==> config.mk <==
export PLATFORM = sky130hd
export DESIGN_NAME = absb_prefix_build
export DESIGN_NICKNAME = d
export VERILOG_FILES = /design/src/rtl/absb_pkg.sv /design/src/rtl/absb_prefix_build.sv
export SDC_FILE = /design/constraint.sdc
export NUM_CORES = 1
export LEC_CHECK = 0
export ABC_CLOCK_PERIOD_IN_PS = 10400
export BUFFER_PORTS_ARGS = -buffer_cell sky130_fd_sc_hd__buf_2
export CAP_MARGIN = 25
export CORE_ASPECT_RATIO = 1.4
export CORE_MARGIN = 2
export CORE_UTILIZATION = 66
export CTS_CLUSTER_DIAMETER = 50
export DETAILED_ROUTE_END_ITERATION = 16
export GPL_ROUTABILITY_DRIVEN = 0
export HOLD_SLACK_MARGIN = 0.1
export PLACE_DENSITY = 0.94
export SYNTH_ARGS = -nofsm -noshare
export SYNTH_HDL_FRONTEND = slang
export SYNTH_SLANG_ARGS = --single-unit
==> constraint.sdc <==
create_clock -name i_clk -period 10.4 [get_ports i_clk]
set_clock_uncertainty 0.15 [all_clocks]
set_input_delay 1.04 -clock i_clk [delete_from_list [all_inputs] [get_ports i_clk]]
set_output_delay 1.04 -clock i_clk [all_outputs]
set_load 0.02 [all_outputs]
==> src/rtl/absb_pkg.sv <==
// ----------------------------------------------------------------------------
// absb_pkg
// Shared constants, types and helper functions for the absolute-sum block.
// ----------------------------------------------------------------------------
package absb_pkg;

    localparam int MAX_MAGNITUDE = 2000;
    localparam int COUNT_BITS    = 20;

    localparam int NBINS  = 2 * MAX_MAGNITUDE + 1;
    localparam int BIN_AW = $clog2(NBINS);
    localparam int VAL_W  = 12;
    localparam int MAG_W  = $clog2(MAX_MAGNITUDE + 1);
    // Signed working width for bin indexes and element values.
    localparam int IW     = ((BIN_AW > VAL_W) ? BIN_AW : VAL_W) + 2;
    // Signed width of a prefix value sum.
    localparam int PSUM_W = COUNT_BITS + MAG_W + 1;
    localparam int PFX_W  = COUNT_BITS + PSUM_W;
    localparam int PW     = IW + COUNT_BITS + 1;
    localparam int OFS_W  = 32;
    localparam int OUT_W  = 52;
    localparam int DIFF_W = COUNT_BITS + 2;
    localparam int PROD_W = OFS_W + DIFF_W;
    localparam int BASE_W = PSUM_W + 2;
    localparam int TOT_W  = PROD_W + 2;
    localparam int EXT_W  = ((TOT_W > OUT_W) ? TOT_W : OUT_W) + 1;

    localparam logic signed [IW-1:0]    MAG_I = IW'(MAX_MAGNITUDE);
    localparam logic signed [OFS_W:0]   MAG_O = (OFS_W + 1)'(MAX_MAGNITUDE);
    localparam logic [BIN_AW-1:0]       LAST_BIN = BIN_AW'(NBINS - 1);
    localparam logic signed [OFS_W-1:0] OFS_MAX = {1'b0, {(OFS_W - 1){1'b1}}};
    localparam logic signed [OFS_W-1:0] OFS_MIN = {1'b1, {(OFS_W - 1){1'b0}}};
    localparam logic signed [EXT_W-1:0] SUM_MAX_X =
        {{(EXT_W - OUT_W){1'b0}}, {OUT_W{1'b1}}};

    typedef enum logic [1:0] {
        OP_LOAD  = 2'd0,
        OP_QUERY = 2'd1,
        OP_CLEAR = 2'd2
    } t_opcode;

    typedef enum logic [2:0] {
        ST_CLEAR,
        ST_IDLE,
        ST_LOAD_WB,
        ST_BUILD,
        ST_Q_ADDR,
        ST_Q_MUL,
        ST_Q_SUM
    } t_state;

    typedef enum logic [1:0] {
        LK_LOW,
        LK_MID,
        LK_HIGH
    } t_lookup;

    typedef struct packed {
        logic              start;
        logic              issue;
        logic [BIN_AW-1:0] addr;
    } t_build_ctl;

    typedef struct packed {
        logic              vld;
        logic              done;
        logic [BIN_AW-1:0] addr;
        logic [PFX_W-1:0]  data;
    } t_pfx_wr;

    typedef struct packed {
        logic clr;
        logic step;
        logic lookup;
        logic mul;
    } t_q_ctl;

    // Bin index of an element, saturated to the ends of the histogram.
    function automatic logic [BIN_AW-1:0] bin_index(input logic signed [VAL_W-1:0] v);
        logic signed [IW-1:0] w;
        logic [BIN_AW-1:0]    idx;
        w = IW'(v);
        if (w > MAG_I) begin
            idx = LAST_BIN;
        end else if (w < -MAG_I) begin
            idx = '0;
        end else begin
            idx = BIN_AW'(w + MAG_I);
        end
        return idx;
    endfunction

    // Element value that a bin stands for.
    function automatic logic signed [IW-1:0] bin_value(input logic [BIN_AW-1:0] idx);
        return $signed({{(IW - BIN_AW){1'b0}}, idx}) - MAG_I;
    endfunction

endpackage

==> src/rtl/absb_prefix_build.sv <==
// ----------------------------------------------------------------------------
// absb_prefix_build
// Prefix-table builder: turns the stream of bin counts into running count
// and running value-sum entries for the prefix RAM.
// ----------------------------------------------------------------------------
module absb_prefix_build (
    input  logic                                i_clk,
    input  logic                                i_rst_n,
    input  absb_pkg::t_build_ctl                i_ctl,
    input  logic [absb_pkg::COUNT_BITS-1:0]     i_bin_rd,
    output absb_pkg::t_pfx_wr                   o_wr
);

    logic                                  r_s1_vld;
    logic [absb_pkg::BIN_AW-1:0]           r_s1_addr;
    logic                                  r_s2_vld;
    logic [absb_pkg::BIN_AW-1:0]           r_s2_addr;
    logic [absb_pkg::COUNT_BITS-1:0]       r_s2_cnt;
    logic signed [absb_pkg::PSUM_W-1:0]    r_s2_prod;
    logic [absb_pkg::COUNT_BITS-1:0]       r_acc_cnt;
    logic signed [absb_pkg::PSUM_W-1:0]    r_acc_sum;

    logic signed [absb_pkg::IW-1:0]        s1_val;
    logic signed [absb_pkg::PW-1:0]        s1_prod;
    logic [absb_pkg::COUNT_BITS-1:0]       n_acc_cnt;
    logic signed [absb_pkg::PSUM_W-1:0]    n_acc_sum;

    always_comb begin
        s1_val    = absb_pkg::bin_value(r_s1_addr);
        s1_prod   = s1_val * $signed({1'b0, i_bin_rd});
        n_acc_cnt = r_acc_cnt + r_s2_cnt;
        n_acc_sum = r_acc_sum + r_s2_prod;
    end

    always_comb begin
        o_wr.vld  = r_s2_vld;
        o_wr.done = r_s2_vld && (r_s2_addr == absb_pkg::LAST_BIN);
        o_wr.addr = r_s2_addr;
        o_wr.data = {n_acc_cnt, n_acc_sum};
    end

    always_ff @(posedge i_clk) begin
        if (!i_rst_n) begin
            r_s1_vld <= 1'b0;
            r_s2_vld <= 1'b0;
        end else begin
            r_s1_vld <= i_ctl.issue;
            r_s2_vld <= r_s1_vld;
        end
    end

    always_ff @(posedge i_clk) begin
        r_s1_addr <= i_ctl.addr;
        r_s2_addr <= r_s1_addr;
        r_s2_cnt  <= i_bin_rd;
        r_s2_prod <= absb_pkg::PSUM_W'(s1_prod);
        if (i_ctl.start) begin
            r_acc_cnt <= '0;
            r_acc_sum <= '0;
        end else if (r_s2_vld) begin
            r_acc_cnt <= n_acc_cnt;
            r_acc_sum <= n_acc_sum;
        end
    end

endmodule

After elaboration in Yosys (flattened, before gate mapping)
Cells that the tools add are included.

operators by class
  multipliers = 1
  equal/unequal tests = 1
  $add $sub $neg = 3
  reductions and logical operators = 1

operator list
  kind                    count
  $add 32x32->32          1
  $mul 13x21->32          1
  $add 20x20->20          1
  $sub 12x11->13 const B  1
  $eq 12x12->1 const B    1
  $logic_and 1x1->1       1

word-level totals
  word-level logic and storage cells = 14
  input port bits = 36
  output and inout bits = 66
  register bits after elaboration = 130

Depth between registers and ports, before layout
  depth in word-level cells = 2
  depth in mapped cells = 27
  depth with buffers taken out = 25

Least setup slack after synthesis
OpenSTA, ideal clock, no wires.

  kind = register -> register
  from = register r_s1_addr[4] (netlist bit)
  to = register r_s2_prod[31] (netlist bit)
  slack = 3.519 ns
  cell stages (with the launch flop) = 27
  library setup time = 0.128 ns
  data arrival time = 6.604 ns
  path buffers = 3
  required time = 10.122 ns
  clock period less this slack = 6.881 ns
  cell sequence = dfxtp_1 -> clkinv_1 -> clkbuf_1 -> ha_1 -> nor2_1 -> xor2_1 -> clkbuf_1 -> nand2_1 -> fa_1 -> inv_1 -> fa_1 -> fa_1 -> fa_1 -> inv_1 -> fa_1 -> inv_1 -> ha_1 -> ha_1 -> clkbuf_1 -> a2111oi_0 -> o21a_1 -> o31ai_1 -> a21oi_1 -> a21oi_1 -> o31ai_1 -> mux2i_1 -> nand4_1

between the ends
  word-level cells in the longest chain between the ends = 2

RTL lines
  what                    line                     source
  from (decl)             absb_prefix_build.sv:15  logic [absb_pkg::BIN_AW-1:0] r_s1_addr;
  from (signal assigned)  absb_prefix_build.sv:53  r_s1_addr <= i_ctl.addr;
  $sub 12x11->13          absb_pkg.sv:95           return $signed({{(IW - BIN_AW){1'b0}}, idx}) - MAG_I;
  $mul 13x21->32          absb_prefix_build.sv:30  s1_prod = s1_val * $signed({1'b0, i_bin_rd});
  via s1_prod, one bit    absb_prefix_build.sv:24  logic signed [absb_pkg::PW-1:0] s1_prod;
  to (signal assigned)    absb_prefix_build.sv:56  r_s2_prod <= absb_pkg::PSUM_W'(s1_prod);
  to (decl)               absb_prefix_build.sv:19  logic signed [absb_pkg::PSUM_W-1:0] r_s2_prod;

The timed path passes the listed nets, and every way through them passes these cells.
A chain may end at the register's enable or synchronous reset.

Worst setup path in the final report
Ends and elaborated chain as after synthesis.

==> metrics.yaml <==
synth_seq_area_share: 0.178
tritoncts: "done"
grt_pass1_wl_microns: 63700
grt_max_degree: 59
syn_to_final_growth_pct: 8.68
grt_pass1_vias: 13200
syn_area_sq_mm: 0.0147
rrSetupSlack_ps: 2590
clockBufferDepth: 2
portBuffers: 101
finalHoldViolCount: 0
critPathArrivalTime_ps: 7970
cts_max_level: 4
cts-buffers-inserted: 17
period_needed_ps: 7810
avgSynthCellArea_sq_um: 9.07
crit_fanout: 21
hold_start: "r_s1_addr[5]"
ys_ff_latch: 130
syn_inst: 1615
dieArea_sq_mm: 0.0234
dr.pass1.iters: 11
globalRouteOverflowTotal: 0
synthDistinctLibCells: 72
status: "complete, no violations"
grt_antenna_before_repair: 2
critPathLaunchType: "flip-flop"
dr_total_vias: 12300
required_ps: 10560
r2r_cells: 22
die_w_microns: 130
r2r-start: "r_s1_addr[4]"
drtIter0Drc: 1031
final_common_cell: "inv_1"
path_class: "reg -> reg"
finalCritPeriodShare: 0.751
async_flop_share: 0
slew_violations: 0
die_y_microns: 180
worstSetupEndpointType: "flip-flop"
clk_pin_slew_ps: 60
dp_cells: 1951
num_rows: 64
tightest_slew_ps: 924
drive_above_1_share: 0.101
worstHoldPathType: "reg -> reg"
timing.rr.end: "r_s2_prod[31]"
drcViolationCount: 0
core-area_sq_mm: 0.0219
clock_sinks: 130
maxCapViolCount: 0
post_cts.repair.setup_buffers: 0
routed_wirelength_microns: 38900
wire_per_inst_microns: 19.6
fillers: 1374
hold_buffers: 0
dp_hpwl_microns: 28800
fmax_ghz: 0.128
clock_latency_ps: 440
rsz0062_at_grt: "no"
tns_ps: 0
finalSetupViolCount: 0
synthFlopType: "dfxtp_1"
grt_usage: 0.345
initial_utilization: 0.670
cts_resized: 0
hold-path-endpoint: "r_s2_addr[5]"
nets: 2061
final_cell_mix: "inv_1 (221), fa_1 (200), nand2_1 (171)"
final_cells: 1986
syn_nets: 2002
via_per_inst: 6.21
cts-root-buf: "clkbuf_16"
slew_headroom: 0.368
postRouteAntennaNets: 0
synth-edff-count: 0
ys_warn_count: 0
hold_depth: 0
pin_count: 102
cell families after synthesis:
kind of cell	count (synthesis)	synth area share
multiplexers	33	0.0229
XOR/XNOR	71	0.0434
buffers and inverters	292	0.0751
adder cells (fa/ha/maj)	351	0.402
AND/OR/NAND/NOR	508	0.171
flip-flops	130	0.178
AO/OA/AOI/OAI	230	0.108
per-stage QoR:
stage                     area, sq um  setup WS [ps]  hold slack (ps)   util
after global routing            15900           2130              269  0.728
after floorplan                 14700           3520              197      -
final                           15900           2590              249  0.728
after CTS                       15900           2690              253  0.727
after global placement          15300           3080              240  0.701
after detailed placement        15300           2720              241  0.701
layout make-up:
cell class                 count  area, sq um  share of cell area
antenna                        2         5.00            0.000314
clock buffer                  19          433              0.0272
clock inverter                13          129             0.00809
inverter                     222          833              0.0523
multi-input combinational   1193        11000               0.688
sequential                   130         2600               0.164
tap                          297          372              0.0233
timing repair buffer         110          593              0.0372
how the worst max path moves through the flow:
stage | slack, ps | to | startpoint
floorplan | 3520 | r_s2_prod[31] | r_s1_addr[4]
global placement | 3080 | r_s2_prod[31] | r_s1_addr[4]
detailed placement | 2720 | r_s2_prod[31] | r_s1_addr[4]
CTS | 2690 | r_s2_prod[31] | r_s1_addr[4]
global route | 2130 | r_s2_prod[31] | r_s1_addr[4]
finish | 2590 | r_s2_prod[31] | r_s1_addr[4]
routing by layer:
| metal | GRT usage | up-vias | part of all wire |
|---|---|---|---|
| li1 | - | 5378 | - |
| met1 | 0.388 | 5904 | 0.35 |
| met2 | 0.582 | 799 | 0.49 |
| met3 | 0.0748 | 243 | 0.088 |
| met4 | 0.225 | 2 | 0.071 |
| met5 | 0 | - | 0.00028 |
cell usage after synthesis (32+ instances only):
cell,instances,area [sq um]
xnor2_1,53,464
dfxtp_1,130,2600
a21oi_1,62,310
inv_1,221,830
clkbuf_1,63,236
nand2_1,171,642
and2_1,88,551
fa_1,200,4000
nor2_1,95,357
ha_1,151,1890
mux2i_1,32,320
o21ai_0,33,165
critical path: stages, from the launching register on:
cell	delay, ps
dfxtp_1	440
clkinv_1	440
ha_1	420
nor2_1	200
a21o_1	730
nor2_1	150
fa_1	540
fa_1	450
fa_1	470
fa_1	500
inv_1	60
fa_1	480
inv_1	40
ha_1	270
ha_1	380
a2111oi_0	590
o21a_1	200
o31ai_1	80
a21oi_1	200
a21oi_1	120
o31ai_1	450
mux2i_1	230
nand4_1	90
state kept, by name, indices dropped and copies added (netlist names):
name	count
r_s1_vld	1
r_acc_cnt	20
r_s2_vld	1
r_s1_addr	12
r_s2_prod	32
r_s2_cnt	20
r_acc_sum	32
r_s2_addr	12
Power is not shown: default switching activity piles up to over one toggle a cycle in this logic, so the estimate is an artifact.
