===== config.mk =====
export PLATFORM = sky130hd
export DESIGN_NAME = absb_query
export DESIGN_NICKNAME = d
export VERILOG_FILES = /design/src/rtl/absb_pkg.sv /design/src/rtl/absb_query.sv
export SDC_FILE = /design/constraint.sdc
export NUM_CORES = 2
export LEC_CHECK = 0
export BUFFER_PORTS_ARGS = -buffer_cell sky130_fd_sc_hd__buf_2
export CAP_MARGIN = 10
export CORE_AREA = 10 10 348 215
export CTS_CLUSTER_SIZE = 14
export DETAILED_ROUTE_END_ITERATION = 10
export DIE_AREA = 0 0 358 225
export GPL_ROUTABILITY_DRIVEN = 0
export PLACE_DENSITY = 0.85
export RECOVER_POWER = 25
export REMOVE_ABC_BUFFERS = 1
export SKIP_LAST_GASP = 1
export SLEW_MARGIN = 40
export SYNTH_ARGS = -nofsm -noshare
export SYNTH_HDL_FRONTEND = slang
export SYNTH_SLANG_ARGS = --single-unit

===== constraint.sdc =====
create_clock -name i_clk -period 9.4 [get_ports i_clk]
set_input_delay 0.47 -clock i_clk [delete_from_list [all_inputs] [get_ports i_clk]]
set_output_delay 0.47 -clock i_clk [all_outputs]
set_load 0.005 [all_outputs]

===== src/rtl/absb_pkg.sv =====
// ----------------------------------------------------------------------------
// absb_pkg
// Shared constants, types and helper functions for the absolute-sum block.
// ----------------------------------------------------------------------------
package absb_pkg;

    localparam int MAX_MAGNITUDE = 2000;
    localparam int COUNT_BITS    = 20;

    localparam int NBINS  = 2 * MAX_MAGNITUDE + 1;
    localparam int BIN_AW = $clog2(NBINS);
    localparam int VAL_W  = 12;
    localparam int MAG_W  = $clog2(MAX_MAGNITUDE + 1);
    // Signed working width for bin indexes and element values.
    localparam int IW     = ((BIN_AW > VAL_W) ? BIN_AW : VAL_W) + 2;
    // Signed width of a prefix value sum.
    localparam int PSUM_W = COUNT_BITS + MAG_W + 1;
    localparam int PFX_W  = COUNT_BITS + PSUM_W;
    localparam int PW     = IW + COUNT_BITS + 1;
    localparam int OFS_W  = 32;
    localparam int OUT_W  = 52;
    localparam int DIFF_W = COUNT_BITS + 2;
    localparam int PROD_W = OFS_W + DIFF_W;
    localparam int BASE_W = PSUM_W + 2;
    localparam int TOT_W  = PROD_W + 2;
    localparam int EXT_W  = ((TOT_W > OUT_W) ? TOT_W : OUT_W) + 1;

    localparam logic signed [IW-1:0]    MAG_I = IW'(MAX_MAGNITUDE);
    localparam logic signed [OFS_W:0]   MAG_O = (OFS_W + 1)'(MAX_MAGNITUDE);
    localparam logic [BIN_AW-1:0]       LAST_BIN = BIN_AW'(NBINS - 1);
    localparam logic signed [OFS_W-1:0] OFS_MAX = {1'b0, {(OFS_W - 1){1'b1}}};
    localparam logic signed [OFS_W-1:0] OFS_MIN = {1'b1, {(OFS_W - 1){1'b0}}};
    localparam logic signed [EXT_W-1:0] SUM_MAX_X =
        {{(EXT_W - OUT_W){1'b0}}, {OUT_W{1'b1}}};

    typedef enum logic [1:0] {
        OP_LOAD  = 2'd0,
        OP_QUERY = 2'd1,
        OP_CLEAR = 2'd2
    } t_opcode;

    typedef enum logic [2:0] {
        ST_CLEAR,
        ST_IDLE,
        ST_LOAD_WB,
        ST_BUILD,
        ST_Q_ADDR,
        ST_Q_MUL,
        ST_Q_SUM
    } t_state;

    typedef enum logic [1:0] {
        LK_LOW,
        LK_MID,
        LK_HIGH
    } t_lookup;

    typedef struct packed {
        logic              start;
        logic              issue;
        logic [BIN_AW-1:0] addr;
    } t_build_ctl;

    typedef struct packed {
        logic              vld;
        logic              done;
        logic [BIN_AW-1:0] addr;
        logic [PFX_W-1:0]  data;
    } t_pfx_wr;

    typedef struct packed {
        logic clr;
        logic step;
        logic lookup;
        logic mul;
    } t_q_ctl;

    // Bin index of an element, saturated to the ends of the histogram.
    function automatic logic [BIN_AW-1:0] bin_index(input logic signed [VAL_W-1:0] v);
        logic signed [IW-1:0] w;
        logic [BIN_AW-1:0]    idx;
        w = IW'(v);
        if (w > MAG_I) begin
            idx = LAST_BIN;
        end else if (w < -MAG_I) begin
            idx = '0;
        end else begin
            idx = BIN_AW'(w + MAG_I);
        end
        return idx;
    endfunction

    // Element value that a bin stands for.
    function automatic logic signed [IW-1:0] bin_value(input logic [BIN_AW-1:0] idx);
        return $signed({{(IW - BIN_AW){1'b0}}, idx}) - MAG_I;
    endfunction

endpackage


===== src/rtl/absb_query.sv =====
// ----------------------------------------------------------------------------
// absb_query
// Running offset with saturation and the query datapath: prefix lookup
// address, one multiply, and the final saturated sum.
// ----------------------------------------------------------------------------
module absb_query (
    input  logic                                 i_clk,
    input  logic                                 i_rst_n,
    input  absb_pkg::t_q_ctl                     i_ctl,
    input  logic signed [absb_pkg::VAL_W-1:0]    i_query_offset,
    input  logic [absb_pkg::PFX_W-1:0]           i_pfx_rd,
    input  logic [absb_pkg::COUNT_BITS-1:0]      i_elem_total,
    input  logic signed [absb_pkg::PSUM_W-1:0]   i_value_total,
    output logic [absb_pkg::BIN_AW-1:0]          o_pfx_addr,
    output logic [absb_pkg::OUT_W-1:0]           o_sum,
    output logic                                 o_sat
);

    logic signed [absb_pkg::OFS_W-1:0]   r_offset;
    logic                                r_sat;
    absb_pkg::t_lookup                   r_mode;
    logic signed [absb_pkg::PROD_W-1:0]  r_prod;
    logic signed [absb_pkg::BASE_W-1:0]  r_base;

    logic signed [absb_pkg::OFS_W:0]     ofs_sum;
    logic signed [absb_pkg::OFS_W-1:0]   n_offset;
    logic signed [absb_pkg::OFS_W:0]     ofs_x;
    logic signed [absb_pkg::OFS_W:0]     addr_x;
    absb_pkg::t_lookup                   n_mode;
    logic [absb_pkg::COUNT_BITS-1:0]     cb;
    logic signed [absb_pkg::PSUM_W-1:0]  sb;
    logic signed [absb_pkg::DIFF_W-1:0]  diff;
    logic signed [absb_pkg::BASE_W-1:0]  s_x;
    logic signed [absb_pkg::BASE_W-1:0]  sb_x;
    logic signed [absb_pkg::BASE_W-1:0]  n_base;
    logic signed [absb_pkg::PROD_W-1:0]  n_prod;
    logic signed [absb_pkg::TOT_W-1:0]   total;

    // Saturating update of the running offset.
    always_comb begin
        ofs_sum = (absb_pkg::OFS_W + 1)'(r_offset) + (absb_pkg::OFS_W + 1)'(i_query_offset);
        if (ofs_sum[absb_pkg::OFS_W] != ofs_sum[absb_pkg::OFS_W-1]) begin
            n_offset = ofs_sum[absb_pkg::OFS_W] ? absb_pkg::OFS_MIN : absb_pkg::OFS_MAX;
        end else begin
            n_offset = ofs_sum[absb_pkg::OFS_W-1:0];
        end
    end

    // Bins below MAX_MAGNITUDE - offset hold the elements that stay negative.
    always_comb begin
        ofs_x  = (absb_pkg::OFS_W + 1)'(r_offset);
        addr_x = absb_pkg::MAG_O - ofs_x - (absb_pkg::OFS_W + 1)'(1);
        if (ofs_x >= absb_pkg::MAG_O) begin
            n_mode = absb_pkg::LK_LOW;
        end else if (ofs_x < -absb_pkg::MAG_O) begin
            n_mode = absb_pkg::LK_HIGH;
        end else begin
            n_mode = absb_pkg::LK_MID;
        end
        o_pfx_addr = addr_x[absb_pkg::BIN_AW-1:0];
    end

    // Sum = (S - 2*sb) + R * (N - 2*cb).
    always_comb begin
        case (r_mode)
            absb_pkg::LK_LOW: begin
                cb = '0;
                sb = '0;
            end
            absb_pkg::LK_HIGH: begin
                cb = i_elem_total;
                sb = i_value_total;
            end
            absb_pkg::LK_MID: begin
                cb = i_pfx_rd[absb_pkg::PFX_W-1:absb_pkg::PSUM_W];
                sb = $signed(i_pfx_rd[absb_pkg::PSUM_W-1:0]);
            end
            default: begin
                cb = '0;
                sb = '0;
            end
        endcase
        diff   = $signed({2'b00, i_elem_total}) - $signed({1'b0, cb, 1'b0});
        s_x    = absb_pkg::BASE_W'(i_value_total);
        sb_x   = absb_pkg::BASE_W'(sb);
        n_base = s_x - (sb_x <<< 1);
        n_prod = r_offset * diff;
    end

    always_comb begin
        total = absb_pkg::TOT_W'(r_prod) + absb_pkg::TOT_W'(r_base);
        if (total < 0) begin
            o_sum = '0;
        end else if (absb_pkg::EXT_W'(total) > absb_pkg::SUM_MAX_X) begin
            o_sum = '1;
        end else begin
            o_sum = absb_pkg::OUT_W'(total);
        end
        o_sat = r_sat;
    end

    always_ff @(posedge i_clk) begin
        if (!i_rst_n) begin
            r_offset <= '0;
        end else if (i_ctl.clr) begin
            r_offset <= '0;
        end else if (i_ctl.step) begin
            r_offset <= n_offset;
        end
    end

    always_ff @(posedge i_clk) begin
        if (i_ctl.step) begin
            r_sat <= (n_offset == absb_pkg::OFS_MAX) || (n_offset == absb_pkg::OFS_MIN);
        end
        if (i_ctl.lookup) begin
            r_mode <= n_mode;
        end
        if (i_ctl.mul) begin
            r_prod <= n_prod;
            r_base <= n_base;
        end
    end

endmodule


Yosys cells after proc, flatten, opt, wreduce, memory -nomap -nowiden
Index checks and enable logic that the tools add are counted.
- reduce and logical (&&, ||, !) cells: 2
- divide/modulo/power cells: 0
- $add $sub $neg: 6
- mux-type cells: 7
- multipliers: 1
- shift operators: 0
- $lt $le $gt $ge: 4
- bitwise operators: 1
- eq/ne operators: 5
- operators by type and width (kind ; number):
    $mux 52 ; 2
    $eq 32x32->1 const B ; 2
    $mux 32 ; 2
    $pmux 32 s2 ; 1
    $add 54x34->55 ; 1
    $gt 55x53->1 const B ; 1
    $lt 55x1->1 const B ; 1
    $mul 32x22->54 ; 1
    $pmux 20 s2 ; 1
    $sub 32x33->34 ; 1
    $add 32x12->33 ; 1
    $ge 32x12->1 const B ; 1
    $lt 32x12->1 const B ; 1
    $sub 20x21->22 ; 1
    $sub 12x12->12 const A ; 1
    $sub 12x2->12 const B ; 1
    $eq 2x1->1 const B ; 1
    $eq 2x2->1 const B ; 1
    $mux 2 ; 1
    $reduce_or 2->1 ; 1
    $logic_or 1x1->1 ; 1
    $ne 1x1->1 ; 1
    $not 1->1 ; 1
- memory bits (writable): 0
- bits of input ports: 122
- output and inout port bits: 65
- flip-flop bits (word level): 123
- memories: 0
- latch bits: 0
- ROM bits: 0

Longest topological paths before layout
- depth in word-level cells: 5
- mapped depth: 45

Worst setup path after synthesis
No wires, ideal clock.
- kind: register -> register
- from: register r_mode[0]
- to: register r_prod[53] in the netlist's numbering, data pin
- stages on the path, launching flop included: 42
- arrival: 9910 ps
- slack: -770 ps
- buffers on the path: 3
- clock period less this slack: 10170 ps
- cells stage by stage: edfxtp_1 inv_1 ha_1 clkbuf_1 clkbuf_1 a22oi_1 or2_2 ha_1 nor2b_1 o21ai_1 a21boi_1 o21bai_1 a211oi_1 o41a_1 a211o_1 a31o_1 a21oi_1 xnor2_1 (+6 left out) fa_1 fa_1 inv_1 fa_1 fa_1 inv_1 ha_1 nand3_1 nor3_1 a221oi_1 o21ai_1 a31oi_1 o221ai_1 a21oi_2 o31ai_1 a221o_1 a21oi_1 xnor2_1
- cells in the longest elaborated chain, start to end: 4
- elaborated cells between the ends (all ways): 5
- ends and longest elaborated chain (item ; RTL line ; RTL):
    start: declaration ; absb_query.sv:21 ; absb_pkg::t_lookup r_mode;
    start signal: assignment ; absb_query.sv:117 ; r_mode <= n_mode;
    $eq 2x1->1 / $eq 2x2->1 (equally long branches) ; absb_query.sv:65 ; case (r_mode)
    $pmux 20 s2 (*) ; absb_query.sv:65 ;
    $sub 20x21->22 (*) ; absb_query.sv:83 ; diff = $signed({2'b00, i_elem_total}) - $signed({1'b0, cb, 1'b0});
    $mul 32x22->54 (*) ; absb_query.sv:87 ; n_prod = r_offset * diff;
    via n_prod (one bit) ; absb_query.sv:36 ; logic signed [absb_pkg::PROD_W-1:0] n_prod;
    end signal: assignment ; absb_query.sv:120 ; r_prod <= n_prod;
    end: declaration ; absb_query.sv:22 ; logic signed [absb_pkg::PROD_W-1:0] r_prod;
Mark *: on every way through the listed nets, which the timed path passes. The rest lies on a longest branch.
A chain may end at the register's enable or synchronous reset.

Worst setup path in the final report
- from: register r_mode[1]
- to: register r_prod[53] in the netlist's numbering, data pin
The elaborated chain is that of the path after synthesis.

==> results.sh <==
export IMPL_finalHoldViolations=0
export IMPL_layout_nets=5677
export IMPL_antenna_found_initial=13
export IMPL_coreArea_sq_um=68900
export IMPL_drv_slew=123
export IMPL_post_route_period_util_pct=110
export IMPL_grt_pass1_wl_um=184000
export IMPL_syn_inst=4248
export IMPL_grt_overflow_total=0
export IMPL_fin_skew_ns=0.0234
export IMPL_ant_nets=0
export IMPL_placement_io_buffers=186
export IMPL_cts_tree="done"
export IMPL_ys_types=90
export IMPL_tns_ns=-17.44
export IMPL_cts_sinks=123
export IMPL_totalWireLength_um=119000
export IMPL_r2r_setup_slack_ns=-0.93
export IMPL_first_pass_iters=9
export IMPL_setup_slack_ns=-0.926
export IMPL_synth_top_area_cell="fa_1"
export IMPL_ys_ff_latch=123
export IMPL_grt_pass1_vias=34708
export IMPL_drc=0
export IMPL_cp_start_kind="flop"
export IMPL_rows=75
export IMPL_crit_path_end_kind="flop"
export IMPL_synthToLayoutAreaGrowth_pct=15.1
export IMPL_yosysMostFrequentCell="inv_1"
export IMPL_place_hpwl_um=86800
export IMPL_yosys_top_cells_count="inv_1, fa_1, nand2_1"
export IMPL_wl_per_cell_um=21.7
export IMPL_reg2reg_depth=47
export IMPL_whs_path_depth=1
export IMPL_die_h_um=225
export IMPL_clockBufferDepth=2
export IMPL_slowest_delay_ns=0.58
export IMPL_path_class="flop to flop"
export IMPL_crit_arrival_ns=10.55
export IMPL_synth_edf_count=91
export IMPL_hold_path_class="primary input to flop"
export IMPL_initial_core_util_pct=54.2
export IMPL_cts_hold_buffers=0
export IMPL_synth_area_sq_um=37400
export IMPL_ys_seq_area_share_pct=9.03
export IMPL_synth_top_cell_area_share_pct=37.8
export IMPL_yosysWarnings=0
export IMPL_rsz0062_at_grt="true"
export IMPL_async_reset_ff_share_pct=0
export IMPL_postLayoutCellArea_sq_um=43000
export IMPL_slowest_stage="fa_1"
export IMPL_drt_iter0_drc=3836
export IMPL_fin_crit_ns=10.33
export IMPL_viasPerCell=6.09
export IMPL_drive_gt1_share_pct=18.6
export IMPL_placed_area_sq_um=40800
export IMPL_clockRootBuffer="clkbuf_16"
export IMPL_violations="capacitance limit, slew limit, setup timing"
export IMPL_max_cap_violations=3
export IMPL_grt_max_degree=57
export IMPL_fp_dieW_um=358
export IMPL_htreeDepth=4
export IMPL_timing_fmax_ghz=0.0968
export IMPL_fin_hold_ws_ns=0.260
export IMPL_synth_flop_cell="edfxtp_1"
export IMPL_yosys_top_cells_area="fa_1, ha_1, inv_1"
export IMPL_cp_required_ns=9.62
export IMPL_clkSlewWorstSetupHoldPaths_ns=0.09
export IMPL_gr_usage_all_layers_pct=28.3
export IMPL_post_synth_cell_area_avg_sq_um=8.79
export IMPL_maxSlewHeadroom_pct=-114
export IMPL_crit_fanout=6
export IMPL_worst_pin_slew_ns=3.21
export IMPL_numCtsBuffers=17
export IMPL_insertion_delay_ns=0.50
export IMPL_vias=33503
export IMPL_finalSetupViolCount=31
export IMPL_ios=187
export IMPL_die_area_sq_um=80600
export IMPL_status="finished with violations"
-- worst max-delay path, delay by kind of cell, from the launching register on --
kind,cells,cell delay [ns]
flip-flops,1,0.46
AO/OA/AOI/OAI,16,2.93
adder cells (fa/ha/maj),11,4.29
AND/OR/NAND/NOR,6,0.50
buffers and inverters,12,1.45
XOR/XNOR,2,0.40
-- flip-flops by register name (all words and copies together), names as in the netlist --
name / count
r_offset: 32
r_base: 34
r_prod: 54
o_sat: 1
r_mode: 2
-- final cells by class --
cell class	instances	area, sq um
clock buffer	17	425
timing repair buffer	503	3660
tap	924	1160
clock inverter	15	150
inverter	750	2820
fill	5142	25900
antenna	9	22.5
sequential	123	3390
multi-input combinational	3156	31400
-- per-stage QoR --
step	cells	setup slack [ns]	utilization (%)
2_1_floorplan	4029	-2.14	-
3_5_place_dp	5402	-0.924	59.3
6_report	5497	-0.926	62.4
3_3_place_gp	5401	-0.659	59.2
4_1_cts	5470	-0.347	61.3
5_1_grt	5495	-1.11	62.4
-- routing by layer --
layer	global-route usage, %	part of all wire [%]
met5	0.125	0.033
met4	14.2	6.6
met3	7.16	13
met2	44.3	44
met1	36.4	36
-- cell usage in the layout (no fill, tap or decap), drive strengths merged, types with 7 or more instances in the layout --
cell | Yosys | routed
and2 | 116 | 116
or2 | 63 | 63
and3 | 24 | 24
a21boi | 8 | 8
ha | 299 | 299
inv | 750 | 759
a21oi | 215 | 215
clkbuf | 199 | 24
xor2 | 55 | 55
o31a | 8 | 8
nand2 | 572 | 572
a211oi | 21 | 21
a22oi | 53 | 53
xnor2 | 118 | 118
nor3 | 70 | 70
or3 | 8 | 8
diode | 0 | 9
nand3 | 36 | 36
o21bai | 29 | 29
a31o | 8 | 8
o31ai | 11 | 11
a211o | 7 | 7
o21a | 78 | 78
nor2b | 48 | 48
nor3b | 9 | 9
o21ai | 90 | 90
nand4 | 33 | 33
a31oi | 18 | 18
a21o | 92 | 92
o2111ai | 7 | 7
dfxtp | 32 | 32
nor4 | 17 | 17
buf | 20 | 495
fa | 705 | 705
nor2 | 168 | 168
o211ai | 11 | 11
edfxtp | 91 | 91
nand2b | 86 | 86
-- worst paths after layout --
kind                                                start                         to
worst min-delay path                     i_value_total[0]        r_base[0]$_DFFE_PP_
worst max register to register    r_mode[1]$_SDFFCE_PP0P_       r_prod[53]$_DFFE_PP_
worst max-delay path              r_mode[1]$_SDFFCE_PP0P_       r_prod[53]$_DFFE_PP_
worst min register to register  r_offset[27]$_SDFFE_PP0P_  r_offset[27]$_SDFFE_PP0P_
-- kinds of logic (layout without fill, tap and decap cells) --
family	count (synthesis)	in the layout	synth area share [%]
xor+xnor	173	173	4.08
fa+ha+maj	1004	1004	47.8
buf+inv	969	1285	9.90
mux	9	9	0.251
compound gates	705	705	12.7
other cells	0	9	0
simple gates	1265	1265	16.3
flops	123	123	9.03
-- repair_timing --
action / CTS / global route
cloned: 2 / 0
endpoints found under the setup margin: 29 / 32
gates resized for setup: 110 / 154
pin swaps: 50 / 145
setup buffers: 34 / 29
Power is not shown: default switching activity piles up to over one toggle a cycle in this logic, so the estimate is an artifact.
